[config.mk]
export PLATFORM = sky130hd
export DESIGN_NAME = servo_reply_frame_parser
export DESIGN_NICKNAME = d
export VERILOG_FILES = /design/src/hdl/srfp_pkg.sv /design/src/hdl/srfp_core.sv /design/src/hdl/servo_reply_frame_parser.sv
export SDC_FILE = /design/constraint.sdc
export NUM_CORES = 1
export LEC_CHECK = 0
export BUFFER_PORTS_ARGS = -buffer_cell sky130_fd_sc_hd__buf_2
export CAP_MARGIN = 20
export CELL_PAD_IN_SITES_DETAIL_PLACEMENT = 0
export CELL_PAD_IN_SITES_GLOBAL_PLACEMENT = 1
export CORE_ASPECT_RATIO = 0.6
export CORE_MARGIN = 2
export CORE_UTILIZATION = 35
export DETAILED_ROUTE_END_ITERATION = 10
export PLACE_DENSITY_LB_ADDON = 0.25
export SETUP_SLACK_MARGIN = 0.1
export SYNTH_ARGS = -nofsm -noshare
export SYNTH_HDL_FRONTEND = slang
export SYNTH_SLANG_ARGS = --single-unit
[constraint.sdc]
create_clock -name clk -period 8.16 [get_ports clk]
set_clock_uncertainty 0.05 [all_clocks]
set_input_delay 0.408 -clock clk [delete_from_list [all_inputs] [get_ports clk]]
set_output_delay 0.408 -clock clk [all_outputs]
set_load 0.01 [all_outputs]
[src/hdl/srfp_pkg.sv]
// Shared types and constants for the servo reply frame parser.
package srfp_pkg;

	localparam logic [7:0] HDR_FIRST  = 8'h05;
	localparam logic [7:0] HDR_SECOND = 8'h1C;

	localparam logic ACTION_BYTE = 1'b0;
	localparam logic ACTION_TICK = 1'b1;

	localparam logic KIND_PAYLOAD = 1'b0;
	localparam logic KIND_STATUS  = 1'b1;

	localparam logic [1:0] STATUS_OK       = 2'd0;
	localparam logic [1:0] STATUS_CMD_ERR  = 2'd1;
	localparam logic [1:0] STATUS_CSUM_ERR = 2'd2;
	localparam logic [1:0] STATUS_TIMEOUT  = 2'd3;

	localparam logic REG_EXPECTED_CMD = 1'b0;
	localparam logic REG_TIMEOUT      = 1'b1;

	localparam logic [15:0] TIMEOUT_RESET = 16'd100;

	typedef enum logic [2:0] {
		ST_HUNT    = 3'd0,
		ST_HDR2    = 3'd1,
		ST_CMD     = 3'd2,
		ST_LEN     = 3'd3,
		ST_PAYLOAD = 3'd4,
		ST_CSUM    = 3'd5
	} parse_step_t;

	typedef struct packed {
		logic       valid;
		logic       kind;
		logic [7:0] payload_byte;
		logic [7:0] payload_index;
		logic [1:0] status;
		logic [7:0] command;
		logic [7:0] length;
	} result_t;

endpackage

[src/hdl/srfp_core.sv]
// Frame parsing state machine, checksum and tick timer of the reply parser.
module srfp_core (
	input  logic                 clk,
	input  logic                 arst_n,
	input  logic                 step_en,
	input  logic                 action,
	input  logic [7:0]           data_byte,
	input  logic [7:0]           expected_command,
	input  logic [15:0]          timeout_ticks,
	output srfp_pkg::result_t    result
);

	srfp_pkg::parse_step_t step_q, step_d;
	logic [7:0]  cmd_q, cmd_d;
	logic [7:0]  len_q, len_d;
	logic [7:0]  count_q, count_d;
	logic [7:0]  sum_q, sum_d;
	logic [15:0] elapsed_q, elapsed_d;
	logic [15:0] tick_elapsed;
	logic        tick_timeout;
	logic [7:0]  count_inc;

	assign tick_elapsed = (elapsed_q < timeout_ticks) ? elapsed_q + 16'd1 : elapsed_q;
	assign tick_timeout = (tick_elapsed >= timeout_ticks);
	assign count_inc    = count_q + 8'd1;

	always_comb begin
		step_d    = step_q;
		cmd_d     = cmd_q;
		len_d     = len_q;
		count_d   = count_q;
		sum_d     = sum_q;
		elapsed_d = elapsed_q;
		if (action == srfp_pkg::ACTION_TICK) begin
			elapsed_d = tick_elapsed;
			if (tick_timeout) begin
				step_d    = srfp_pkg::ST_HUNT;
				cmd_d     = '0;
				len_d     = '0;
				count_d   = '0;
				sum_d     = '0;
				elapsed_d = '0;
			end
		end else begin
			unique case (step_q)
				srfp_pkg::ST_HDR2: begin
					if (data_byte == srfp_pkg::HDR_SECOND) begin
						sum_d  = sum_q + data_byte;
						step_d = srfp_pkg::ST_CMD;
					end else begin
						step_d = srfp_pkg::ST_HUNT;
					end
				end
				srfp_pkg::ST_CMD: begin
					cmd_d  = data_byte;
					sum_d  = sum_q + data_byte;
					step_d = srfp_pkg::ST_LEN;
				end
				srfp_pkg::ST_LEN: begin
					len_d   = data_byte;
					sum_d   = sum_q + data_byte;
					count_d = '0;
					step_d  = (data_byte != 8'd0) ? srfp_pkg::ST_PAYLOAD : srfp_pkg::ST_CSUM;
				end
				srfp_pkg::ST_PAYLOAD: begin
					sum_d   = sum_q + data_byte;
					count_d = count_inc;
					if (count_inc >= len_q) begin
						step_d = srfp_pkg::ST_CSUM;
					end
				end
				srfp_pkg::ST_CSUM: begin
					step_d    = srfp_pkg::ST_HUNT;
					cmd_d     = '0;
					len_d     = '0;
					count_d   = '0;
					sum_d     = '0;
					elapsed_d = '0;
				end
				default: begin
					if (data_byte == srfp_pkg::HDR_FIRST) begin
						cmd_d   = '0;
						len_d   = '0;
						count_d = '0;
						sum_d   = data_byte;
						step_d  = srfp_pkg::ST_HDR2;
					end else begin
						step_d = srfp_pkg::ST_HUNT;
					end
				end
			endcase
		end
	end

	always_comb begin
		result         = '0;
		result.command = cmd_q;
		result.length  = len_q;
		if (action == srfp_pkg::ACTION_TICK) begin
			result.valid  = tick_timeout;
			result.kind   = srfp_pkg::KIND_STATUS;
			result.status = srfp_pkg::STATUS_TIMEOUT;
		end else begin
			unique case (step_q)
				srfp_pkg::ST_PAYLOAD: begin
					result.valid         = 1'b1;
					result.kind          = srfp_pkg::KIND_PAYLOAD;
					result.payload_byte  = data_byte;
					result.payload_index = count_q;
				end
				srfp_pkg::ST_CSUM: begin
					result.valid = 1'b1;
					result.kind  = srfp_pkg::KIND_STATUS;
					if (sum_q != data_byte) begin
						result.status = srfp_pkg::STATUS_CSUM_ERR;
					end else if (cmd_q == expected_command) begin
						result.status = srfp_pkg::STATUS_OK;
					end else begin
						result.status = srfp_pkg::STATUS_CMD_ERR;
					end
				end
				default: begin
					result.valid = 1'b0;
				end
			endcase
		end
	end

	always_ff @(posedge clk or negedge arst_n) begin
		if (!arst_n) begin
			step_q    <= srfp_pkg::ST_HUNT;
			cmd_q     <= '0;
			len_q     <= '0;
			count_q   <= '0;
			sum_q     <= '0;
			elapsed_q <= '0;
		end else if (step_en) begin
			step_q    <= step_d;
			cmd_q     <= cmd_d;
			len_q     <= len_d;
			count_q   <= count_d;
			sum_q     <= sum_d;
			elapsed_q <= elapsed_d;
		end
	end

endmodule

[src/hdl/servo_reply_frame_parser.sv]
// Top level of the servo reply frame parser with input stage, result register and APB registers.
// Each input beat is one received byte or one millisecond tick; the parser accepts a beat
// every cycle while in_stall is low, and a beat leaves the input register when the core
// advances on it, which it does as long as results are taken. The frame state machine, additive checksum
// and tick timer all update together as the beat moves from the input register into the result
// register. A beat that yields a result waits in the input register only while the result
// register is full and stalled. Registers: expected_command at 0x0, timeout_ticks at 0x4.
module servo_reply_frame_parser (
	input  logic        clk,
	input  logic        arst_n,
	input  logic        psel,
	input  logic        penable,
	input  logic        pwrite,
	input  logic [2:0]  paddr,
	input  logic [31:0] pwdata,
	output logic [31:0] prdata,
	output logic        pready,
	input  logic        in_valid,
	output logic        in_stall,
	input  logic        action,
	input  logic [7:0]  data_byte,
	output logic        out_valid,
	input  logic        out_stall,
	output logic        kind,
	output logic [7:0]  payload_byte,
	output logic [7:0]  payload_index,
	output logic [1:0]  status,
	output logic [7:0]  command,
	output logic [7:0]  length
);

	logic [7:0]  expected_cmd_q;
	logic [15:0] timeout_q;
	logic        reg_sel;
	logic        valid_s1;
	logic        action_s1;
	logic [7:0]  data_s1;
	logic        out_free;
	logic        advance;
	logic        in_take;
	srfp_pkg::result_t res;

	assign pready  = 1'b1;
	assign reg_sel = paddr[2];

	always_ff @(posedge clk or negedge arst_n) begin
		if (!arst_n) begin
			expected_cmd_q <= '0;
			timeout_q      <= srfp_pkg::TIMEOUT_RESET;
		end else if (psel && penable && pwrite && pready) begin
			if (reg_sel == srfp_pkg::REG_EXPECTED_CMD) begin
				expected_cmd_q <= pwdata[7:0];
			end else begin
				timeout_q <= pwdata[15:0];
			end
		end
	end

	always_comb begin
		if (reg_sel == srfp_pkg::REG_TIMEOUT) begin
			prdata = {16'd0, timeout_q};
		end else begin
			prdata = {24'd0, expected_cmd_q};
		end
	end

	assign out_free = !out_valid || !out_stall;
	assign advance  = valid_s1 && (!res.valid || out_free);
	assign in_stall = valid_s1 && !advance;
	assign in_take  = in_valid && !in_stall;

	always_ff @(posedge clk or negedge arst_n) begin
		if (!arst_n) begin
			valid_s1 <= 1'b0;
		end else if (in_take) begin
			valid_s1 <= 1'b1;
		end else if (advance) begin
			valid_s1 <= 1'b0;
		end
	end

	always_ff @(posedge clk) begin
		if (in_take) begin
			action_s1 <= action;
			data_s1   <= data_byte;
		end
	end

	srfp_core u_core (
		.clk              (clk),
		.arst_n           (arst_n),
		.step_en          (advance),
		.action           (action_s1),
		.data_byte        (data_s1),
		.expected_command (expected_cmd_q),
		.timeout_ticks    (timeout_q),
		.result           (res)
	);

	always_ff @(posedge clk or negedge arst_n) begin
		if (!arst_n) begin
			out_valid <= 1'b0;
		end else if (advance && res.valid) begin
			out_valid <= 1'b1;
		end else if (!out_stall) begin
			out_valid <= 1'b0;
		end
	end

	always_ff @(posedge clk) begin
		if (advance && res.valid) begin
			kind          <= res.kind;
			payload_byte  <= res.payload_byte;
			payload_index <= res.payload_index;
			status        <= res.status;
			command       <= res.command;
			length        <= res.length;
		end
	end

	a_stall_only_when_held: assert property (@(posedge clk) disable iff (!arst_n)
		in_stall |-> (valid_s1 && res.valid && out_valid && out_stall))
		else $error("input stalled without a blocked result");

	a_result_loaded: assert property (@(posedge clk) disable iff (!arst_n)
		(advance && res.valid) |=> out_valid)
		else $error("result lost on its way to the output register");

	a_payload_status_clear: assert property (@(posedge clk) disable iff (!arst_n)
		(out_valid && kind == srfp_pkg::KIND_PAYLOAD) |-> (status == srfp_pkg::STATUS_OK))
		else $error("payload beat carries a status");

endmodule

==> metrics.csv, run 1 <==
metric;value;unit
period_needed;6.147;ns
holdPathStages;1;
synthesis.instances;678;
die_h;114.4;um
cts_resized;0;
place_congestion;0.9155;
die_w;188.0;um
postRouteAntennaNets;0;
fin_crit_sh;0.7533;
dr.pass1.iters;6;
max-cap-violations;0;
worstMarginPinSlew;1.162;ns
hp-class;in -> reg;
synth-simple-area-share;0.1573;
worstPathCellList;inv_1 -> ha_1 -> and4_1 -> nand4_1 -> nor4_2 -> nor4_1 -> xor2_1 -> ha_1 -> nand4_1 -> nor3_1 -> or4b_1 -> and4_1 -> buf_4 -> nor2_1 -> mux2_2;
crit_slowest_cell;nor4_2;
dpl.cell_count;1010;
wl_per_cell;18.08;um
postSynthAreaPerCell;10.49;um2
p_seq_frac;0.380;
nets;860;
fp.coreArea;19970;um2
fin_tns_setup;0;ns
critPathBufInv;2;
fmax;162.7;MHz
clock_path_buffers;2;
async_flop_share;0.6364;
ys_seq_area_frac;0.4573;
port_buffers;85;
htree_num_levels;4;
power.switching;0.0006730;W
slew_headroom;0.2204;
required;8.42;ns
insertion_delay;0.43;ns
register_area;3252;um2
rsz0062_at_grt;false;
r2r_start;timeout_q[15];
grt_max_degree;78;
numCtsBuffers;17;
synth-edff-count;44;
min-delay-start;data_byte[5];
diodes;0;
clock_sinks;121;
drive_gt1_frac;0.2380;
drc;0;
ys_types;59;
fillCellCount;1937;
ys.warnings.count;0;
antenna_found_initial;0;
swShare;0.3262;
power_density;245.5;nW/um2
status;completed;
die-area;21510;um2
startpoint_type;flip-flop;
yosysTopAreaCellShare;0.2604;
max_stage_delay;0.92;ns
vdd_drop_max;0.1537;mV
synthesis.area;7111;um2
tritoncts;yes;
cp-end-kind;flip-flop;
yosys.area.top_type;dfrtp_1;
synth_xor_area_frac;0.04065;
synth_area_leaders;dfrtp_1 26%, edfxtp_1 19%, ha_1 8.4%, mux2_2 7.8%, nor2_1 2.5%;
area.growth.synth_to_final;18.19;%
path_max_fanout;23;
power.share.clock;0.372;
ys_ff_latch;121;
worst-path-stages;15;
initial_core_util;0.3561;
maxSlewViolCount;0;
grt_pass1_vias;5271;
grt_pass1_wl;29.82;mm
crit_start;timeout_q[15];
synth-adder-area-share;0.08728;
synthMuxAreaShare;0.08886;
io_pins;121;
vias_per_cell;5.259;
routed-via-count;5501;
instances_no_fill;1046;
multi_input_area;3522;um2
power_frac_comb;0.248;
synth-compound-area-share;0.1112;
cts_root_buffer;clkbuf_16;
clk_pin_slew;0.06;ns
arrival;6.41;ns
hpwl;13.99;mm
path_delay_family;simple AND/OR/NAND/NOR gates;
finalSetupViolations;0;
power.internal;0.001390;W
reg2reg_depth;15;
hold_violations;0;
rows;40;
grtUsageTotal;0.1817;
drt_iter0_markers;443;
cellLeakagePower;3.795;nW
synthFlopType;dfrtp_1;
grt.overflow.total;0;
crit_type;reg -> reg;
synth_top_family_by_area;simple AND/OR/NAND/NOR gates;
drt_wl_total;18.91;mm
==> layer usage <==
layer | GRT usage | part of all wire | wire (um) | vias to the layer above
li1 | - | - | - | 2624
met1 | 0.2869 | 0.54 | 10290 | 2663
met2 | 0.2384 | 0.38 | 7258 | 204
met3 | 0.04413 | 0.065 | 1227 | 10
met4 | 0.05354 | 0.0070 | 133 | 0
met5 | 0 | 0 | 0 | -
==> worst reg2reg max path: cells and delay by family (launching register included) <==
kind | cells | cell delay [ns]
simple gates | 9 | 3.86
fa+ha+maj | 2 | 0.67
buf+inv | 2 | 0.47
mux | 1 | 0.41
flops | 1 | 0.36
xor+xnor | 1 | 0.21
==> cell usage after synthesis (5+ instances only) <==
master,number
dfrtp_1,74
nand2_1,40
o22ai_1,5
mux2_2,49
nand3_1,22
inv_1,44
nor3_1,9
mux2i_1,8
buf_4,17
o21a_1,5
xor2_1,13
a211oi_1,5
a21o_1,15
nand4_1,21
edfxtp_1,44
or3_1,6
or4_1,6
xnor2_1,20
clkbuf_1,24
o21ai_0,14
nand2b_1,8
ha_1,48
nor2_1,47
and2_1,14
nor4_1,18
o211ai_1,15
a21oi_1,17
a31oi_1,11
o2111ai_1,5
==> flip-flops by register name, indices dropped and copies added (netlist names), 8 cells and up <==
signal / count
length: 8
u_core.len_q: 8
u_core.elapsed_q: 16
data_s1: 8
expected_cmd_q: 8
u_core.count_q: 8
timeout_q: 16
u_core.sum_q: 8
payload_byte: 8
command: 8
u_core.cmd_q: 8
payload_index: 8
==> cell families (layout without fill, tap and decap cells) <==
family / Yosys count / in the layout
XOR/XNOR: 33 / 33
multiplexers: 57 / 57
other: 2 / 17
AND/OR/NAND/NOR: 213 / 213
AO/OA/AOI/OAI: 114 / 114
flip-flops: 121 / 121
buffers and inverters: 89 / 169
adder cells (fa/ha/maj): 49 / 49
==> power by group through the flow <==
stage / sequential [W] / combinational, W / clock [W]
6_report: 0.000783 / 0.000512 / 0.000768
5_1_grt: 0.000796 / 0.000575 / 0.000814
4_1_cts: 0.000782 / 0.000509 / 0.000785
3_5_place_dp: 0.000794 / 0.000504 / 0
3_3_place_gp: 0.000790 / 0.000490 / 0
2_1_floorplan: 0.000769 / 0.000380 / 0
==> area by class of cell <==
class / instances / area share
Clock buffer: 17 / 0.05062
Clock inverter: 15 / 0.01995
Inverter: 44 / 0.01965
Multi-Input combinational cell: 483 / 0.4191
Sequential cell: 121 / 0.3869
Tap cell: 273 / 0.04064
Timing Repair Buffer: 93 / 0.06312
==> cell usage in the layout (no fill, tap or decap), types with 15 or more instances in the layout <==
| master | netlist | routed |
|---|---|---|
| buf_2 | 2 | 84 |
| dfrtp_1 | 74 | 74 |
| mux2_2 | 49 | 49 |
| ha_1 | 48 | 48 |
| nor2_1 | 47 | 46 |
| inv_1 | 44 | 44 |
| edfxtp_1 | 44 | 44 |
| nand2_1 | 40 | 40 |
| nand3_1 | 22 | 22 |
| nand4_1 | 21 | 21 |
| xnor2_1 | 20 | 20 |
| nor4_1 | 18 | 18 |
| a21oi_1 | 17 | 17 |
| conb_1 | 2 | 17 |
| clkbuf_16 | 0 | 17 |
| o211ai_1 | 15 | 15 |
| a21o_1 | 15 | 15 |
==> per-stage QoR <==
stage | area, um2 | total power (W) | util | setup slack (ns) | hold slack [ns]
floorplan | 7167 | 0.001149 | - | 2.284 | 0.06241
CTS | 8332 | 0.002076 | 0.4172 | 2.058 | 0.08508
global placement | 7739 | 0.001281 | 0.3875 | 2.178 | 0.4279
detailed placement | 7739 | 0.001298 | 0.3875 | 2.082 | 0.4219
finish | 8404 | 0.002063 | 0.4209 | 2.013 | 0.09968
global route | 8404 | 0.002185 | 0.4209 | 1.646 | 0.09214
==> what timing repair did <==
| action | 4_1_cts | 5_1_grt |
|---|---|---|
| hold buffers | 0 | 1 |
| hold endpoints to repair | 0 | 9 |
| setup buffers | 0 | 0 |
==> path summary, 6_finish.rpt <==
kind | end | slack, ns
setup reg to reg | u_core.sum_q[1] | 2.01
max in group asynchronous | timeout_q[6] | 7.12
hold / removal | data_s1[5] | 0.1
min in group asynchronous | u_core.count_q[3] | 0.31
hold reg to reg | length[7] | 0.44
setup / recovery | u_core.sum_q[1] | 2.01
Note: power is estimated with default switching activity, not from simulation.
==> run 2, diff against run 1 <==
--- a/config.mk
+++ b/config.mk
@@ -5,6 +5,7 @@
 export SDC_FILE = /design/constraint.sdc
 export NUM_CORES = 1
 export LEC_CHECK = 0
+export ABC_AREA = 1
 export BUFFER_PORTS_ARGS = -buffer_cell sky130_fd_sc_hd__buf_2
 export CAP_MARGIN = 20
 export CELL_PAD_IN_SITES_DETAIL_PLACEMENT = 0
==> constraint.sdc (replaced) <==
create_clock -name clk -period 6.3 [get_ports clk]
set_clock_uncertainty 0.05 [all_clocks]
set_input_delay 0.315 -clock clk [delete_from_list [all_inputs] [get_ports clk]]
set_output_delay 0.315 -clock clk [all_outputs]
set_load 0.01 [all_outputs]
==> metrics.csv, run 2 <==
metric;value;unit;change
cellLeakagePower;4.598;nW;+21%
instances_no_fill;1331;;+27%
finalSetupViolations;0;;unchanged
clock_path_buffers;2;;unchanged
vdd_drop_max;0.2070;mV;+35%
rows;41;;+2.5%
grt.overflow.total;0;;unchanged
synthesis.instances;941;;+39%
reg_top3;timeout_q x16, u_core.elapsed_q x16;;
numCtsBuffers;17;;unchanged
htree_num_levels;4;;unchanged
rsz0062_at_grt;false;;
synth-edff-count;44;;unchanged
die_h;117.7;um;+2.9%
cts_root_buffer;clkbuf_16;;
power_density;332.2;nW/um2;+35%
hold_violations;0;;unchanged
synth_most_common_cell;nand2_1;;
drt-met1-wl;11.95;mm;+16%
antenna_found_initial;0;;unchanged
synth_xor_area_frac;0.03020;;-0.01045
r2r-end;payload_index[4];;
max-cap-violations;0;;unchanged
final_common_cell;nand2_1;;
worstMarginPinSlew;0.8444;ns;-0.3172 ns
yosysTopAreaCellShare;0.2456;;-0.01482
async_flop_share;0.6364;;unchanged
diodes;0;;unchanged
wl_per_cell;15.24;um;-16%
setup_ws;1.635;ns;-0.3781 ns
pre_cts_slack;1.666;ns;-0.4155 ns
wl_met3;1.136;mm;-7.4%
arrival;4.70;ns;-1.71 ns
wl_met2;7.019;mm;-3.3%
ys.warnings.count;0;;unchanged
dpl.cell_count;1289;;+28%
synth-adder-area-share;0.08231;;-0.004968
grt_pass1_wl;32.81;mm;+10%
grtUsageTotal;0.1877;;+0.005993
hpwl;15.28;mm;+9.3%
insertion_delay;0.43;ns;about the same
holdPathStages;1;;unchanged
synthFlopType;dfrtp_1;;
postRouteAntennaNets;0;;unchanged
synthMuxAreaShare;0;;-0.08886
postSynthAreaPerCell;8.012;um2;-24%
drt_iter0_markers;389;;-12%
final_cell_mix;298 x nand2_1, 132 x inv_1, 84 x buf_2;;
hold-path-endpoint;data_s1[0];;
die-area;22770;um2;+5.9%
synth_top_family_by_area;simple AND/OR/NAND/NOR gates;;
drive_gt1_frac;0.1683;;-0.06978
fin_crit_sh;0.7405;;-0.01282
startpoint_type;flip-flop;;
vias_per_cell;4.603;;-12%
reg2reg_depth;23;;+8
tritoncts;yes;;
top_layer_used;met4;;
port_buffers;85;;unchanged
r2r_start;timeout_q[2];;
nets;1139;;+32%
initial_core_util;0.3576;;+0.001527
ys_seq_area_frac;0.4313;;-0.02603
place_congestion;0.8969;;-2.0%
fmax;214.4;MHz;+32%
dr.pass1.iters;5;;-1
grt_pass1_vias;5800;;+10%
synthesis.area;7540;um2;+6.0%
routed-via-count;6126;;+11%
fin_tns_setup;0;ns;unchanged
crit_type;reg -> reg;;
cp-end-kind;flip-flop;;
postCtsSetupBuffers;0;;unchanged
synth-compound-area-share;0.08148;;-0.02973
synth-simple-area-share;0.2712;;+0.1138
grt_max_degree;61;;-22%
ys_top_cells_by_count;298 x nand2_1, 132 x inv_1, 74 x dfrtp_1, 67 x nor2_1, 48 x ha_1;;
ys_types;48;;-19%
hp-class;in -> reg;;
maxSlewViolCount;0;;unchanged
required;6.33;ns;-2.09 ns
area.growth.synth_to_final;17.57;%;
min-delay-start;data_byte[0];;
synth_area_leaders;dfrtp_1 25%, edfxtp_1 18%, nand2_1 15%, ha_1 8.0%, inv_1 6.6%;;
period_needed;4.665;ns;-1.482 ns
r2r_slack;1.63;ns;-0.38 ns
path_max_fanout;30;;+30%
ys_ff_latch;121;;unchanged
clock_sinks;121;;unchanged
status;completed;;
drt_wl_total;20.28;mm;+7.3%
clk_pin_slew;0.05;ns;about the same
yosys.area.top_type;dfrtp_1;;
io_pins;121;;unchanged
die_w;193.5;um;+2.9%
drc;0;;unchanged
fp.coreArea;21080;um2;+5.6%
slew_headroom;0.4371;;+0.2166
[run 2: changes by cell type after synthesis, sizes merged, moves of 14 or more]
cell,delta
mux2,-49
nor2,+26
o211ai,-15
a21o,-14
nand2,+267
xnor2,-15
inv,+101
a21oi,+17
nor4,-17
clkbuf,-17
nand3,+27
o21ai,+40
[run 2: cell families after synthesis]
group,count (synthesis)
buf+inv,180
compound gates,102
simple gates,461
other cells,2
xor+xnor,26
fa+ha+maj,49
flops,121
[run 2: repair_timing]
| action | in CTS | in global routing |
|---|---|---|
| hold buffers | 6 | 3 |
| resized for setup | 0 | 0 |
| hold endpoints to repair | 22 | 3 |
[run 2: worst max path at each step]
| stage | start | slack [ns] | end |
|---|---|---|---|
| after floorplan | timeout_q[5] | 1.66 | command[0] |
| after global placement | timeout_q[6] | 1.69 | payload_index[4] |
| final | timeout_q[2] | 1.63 | payload_index[4] |
| after global routing | u_core.elapsed_q[15] | 1.20 | payload_index[1] |
| after detailed placement | u_core.elapsed_q[15] | 1.67 | payload_index[4] |
| after CTS | u_core.elapsed_q[15] | 1.64 | payload_index[0] |
[run 2: critical path, cell delays in order (launching register included)]
cell	delay (ns)
dfstp_2	0.53
inv_1	0.08
ha_1	0.28
nand2_1	0.05
inv_1	0.04
nand2_1	0.04
nand2_1	0.06
nand2_1	0.05
nand2_1	0.13
nand2_2	0.25
nand2_2	0.37
nand2_1	0.09
nand2_1	0.07
inv_1	0.07
ha_1	0.33
nand2_1	0.06
inv_1	0.07
nand3_1	0.10
nor2_1	0.33
nand2_1	0.16
nand2_4	0.20
nand3_4	0.18
nor2_4	0.25
buf_4	0.43
[run 2: final cells by class]
class	instances	area, um2
clock buffer	22	454.2
clock inverter	10	125.1
fill	2172	12220
inverter	146	550.5
multi-input combinational	655	3578
sequential	121	3252
tap	279	349.1
timing repair buffer	98	555.5
[run 2: through the flow]
stage | util | hold slack [ns] | area (um2) | power [W]
finish | 0.4205 | 0.02889 | 8865 | 0.002945
detailed placement | 0.3880 | 0.1670 | 8180 | 0.001964
global route | 0.4205 | 0.005943 | 8865 | 0.003170
floorplan | - | -0.03059 | 7596 | 0.001703
global placement | 0.3880 | 0.1724 | 8180 | 0.001952
CTS | 0.4183 | 0.0005556 | 8820 | 0.002962
[run 2: routing by layer]
layer  GRT usage  vias to the layer above
met5           0                        -
met4     0.04580                        0
met3     0.04814                       12
met2      0.2299                      171
met1      0.3116                     2781
li1            -                     3162
[run 2: power by group]
part | switching [W] | internal, W | total, W
Clock | 0.000356 | 0.000625 | 0.000981
Combinational | 0.000583 | 0.000337 | 0.000920
Sequential | 0.000115 | 0.000928 | 0.00104
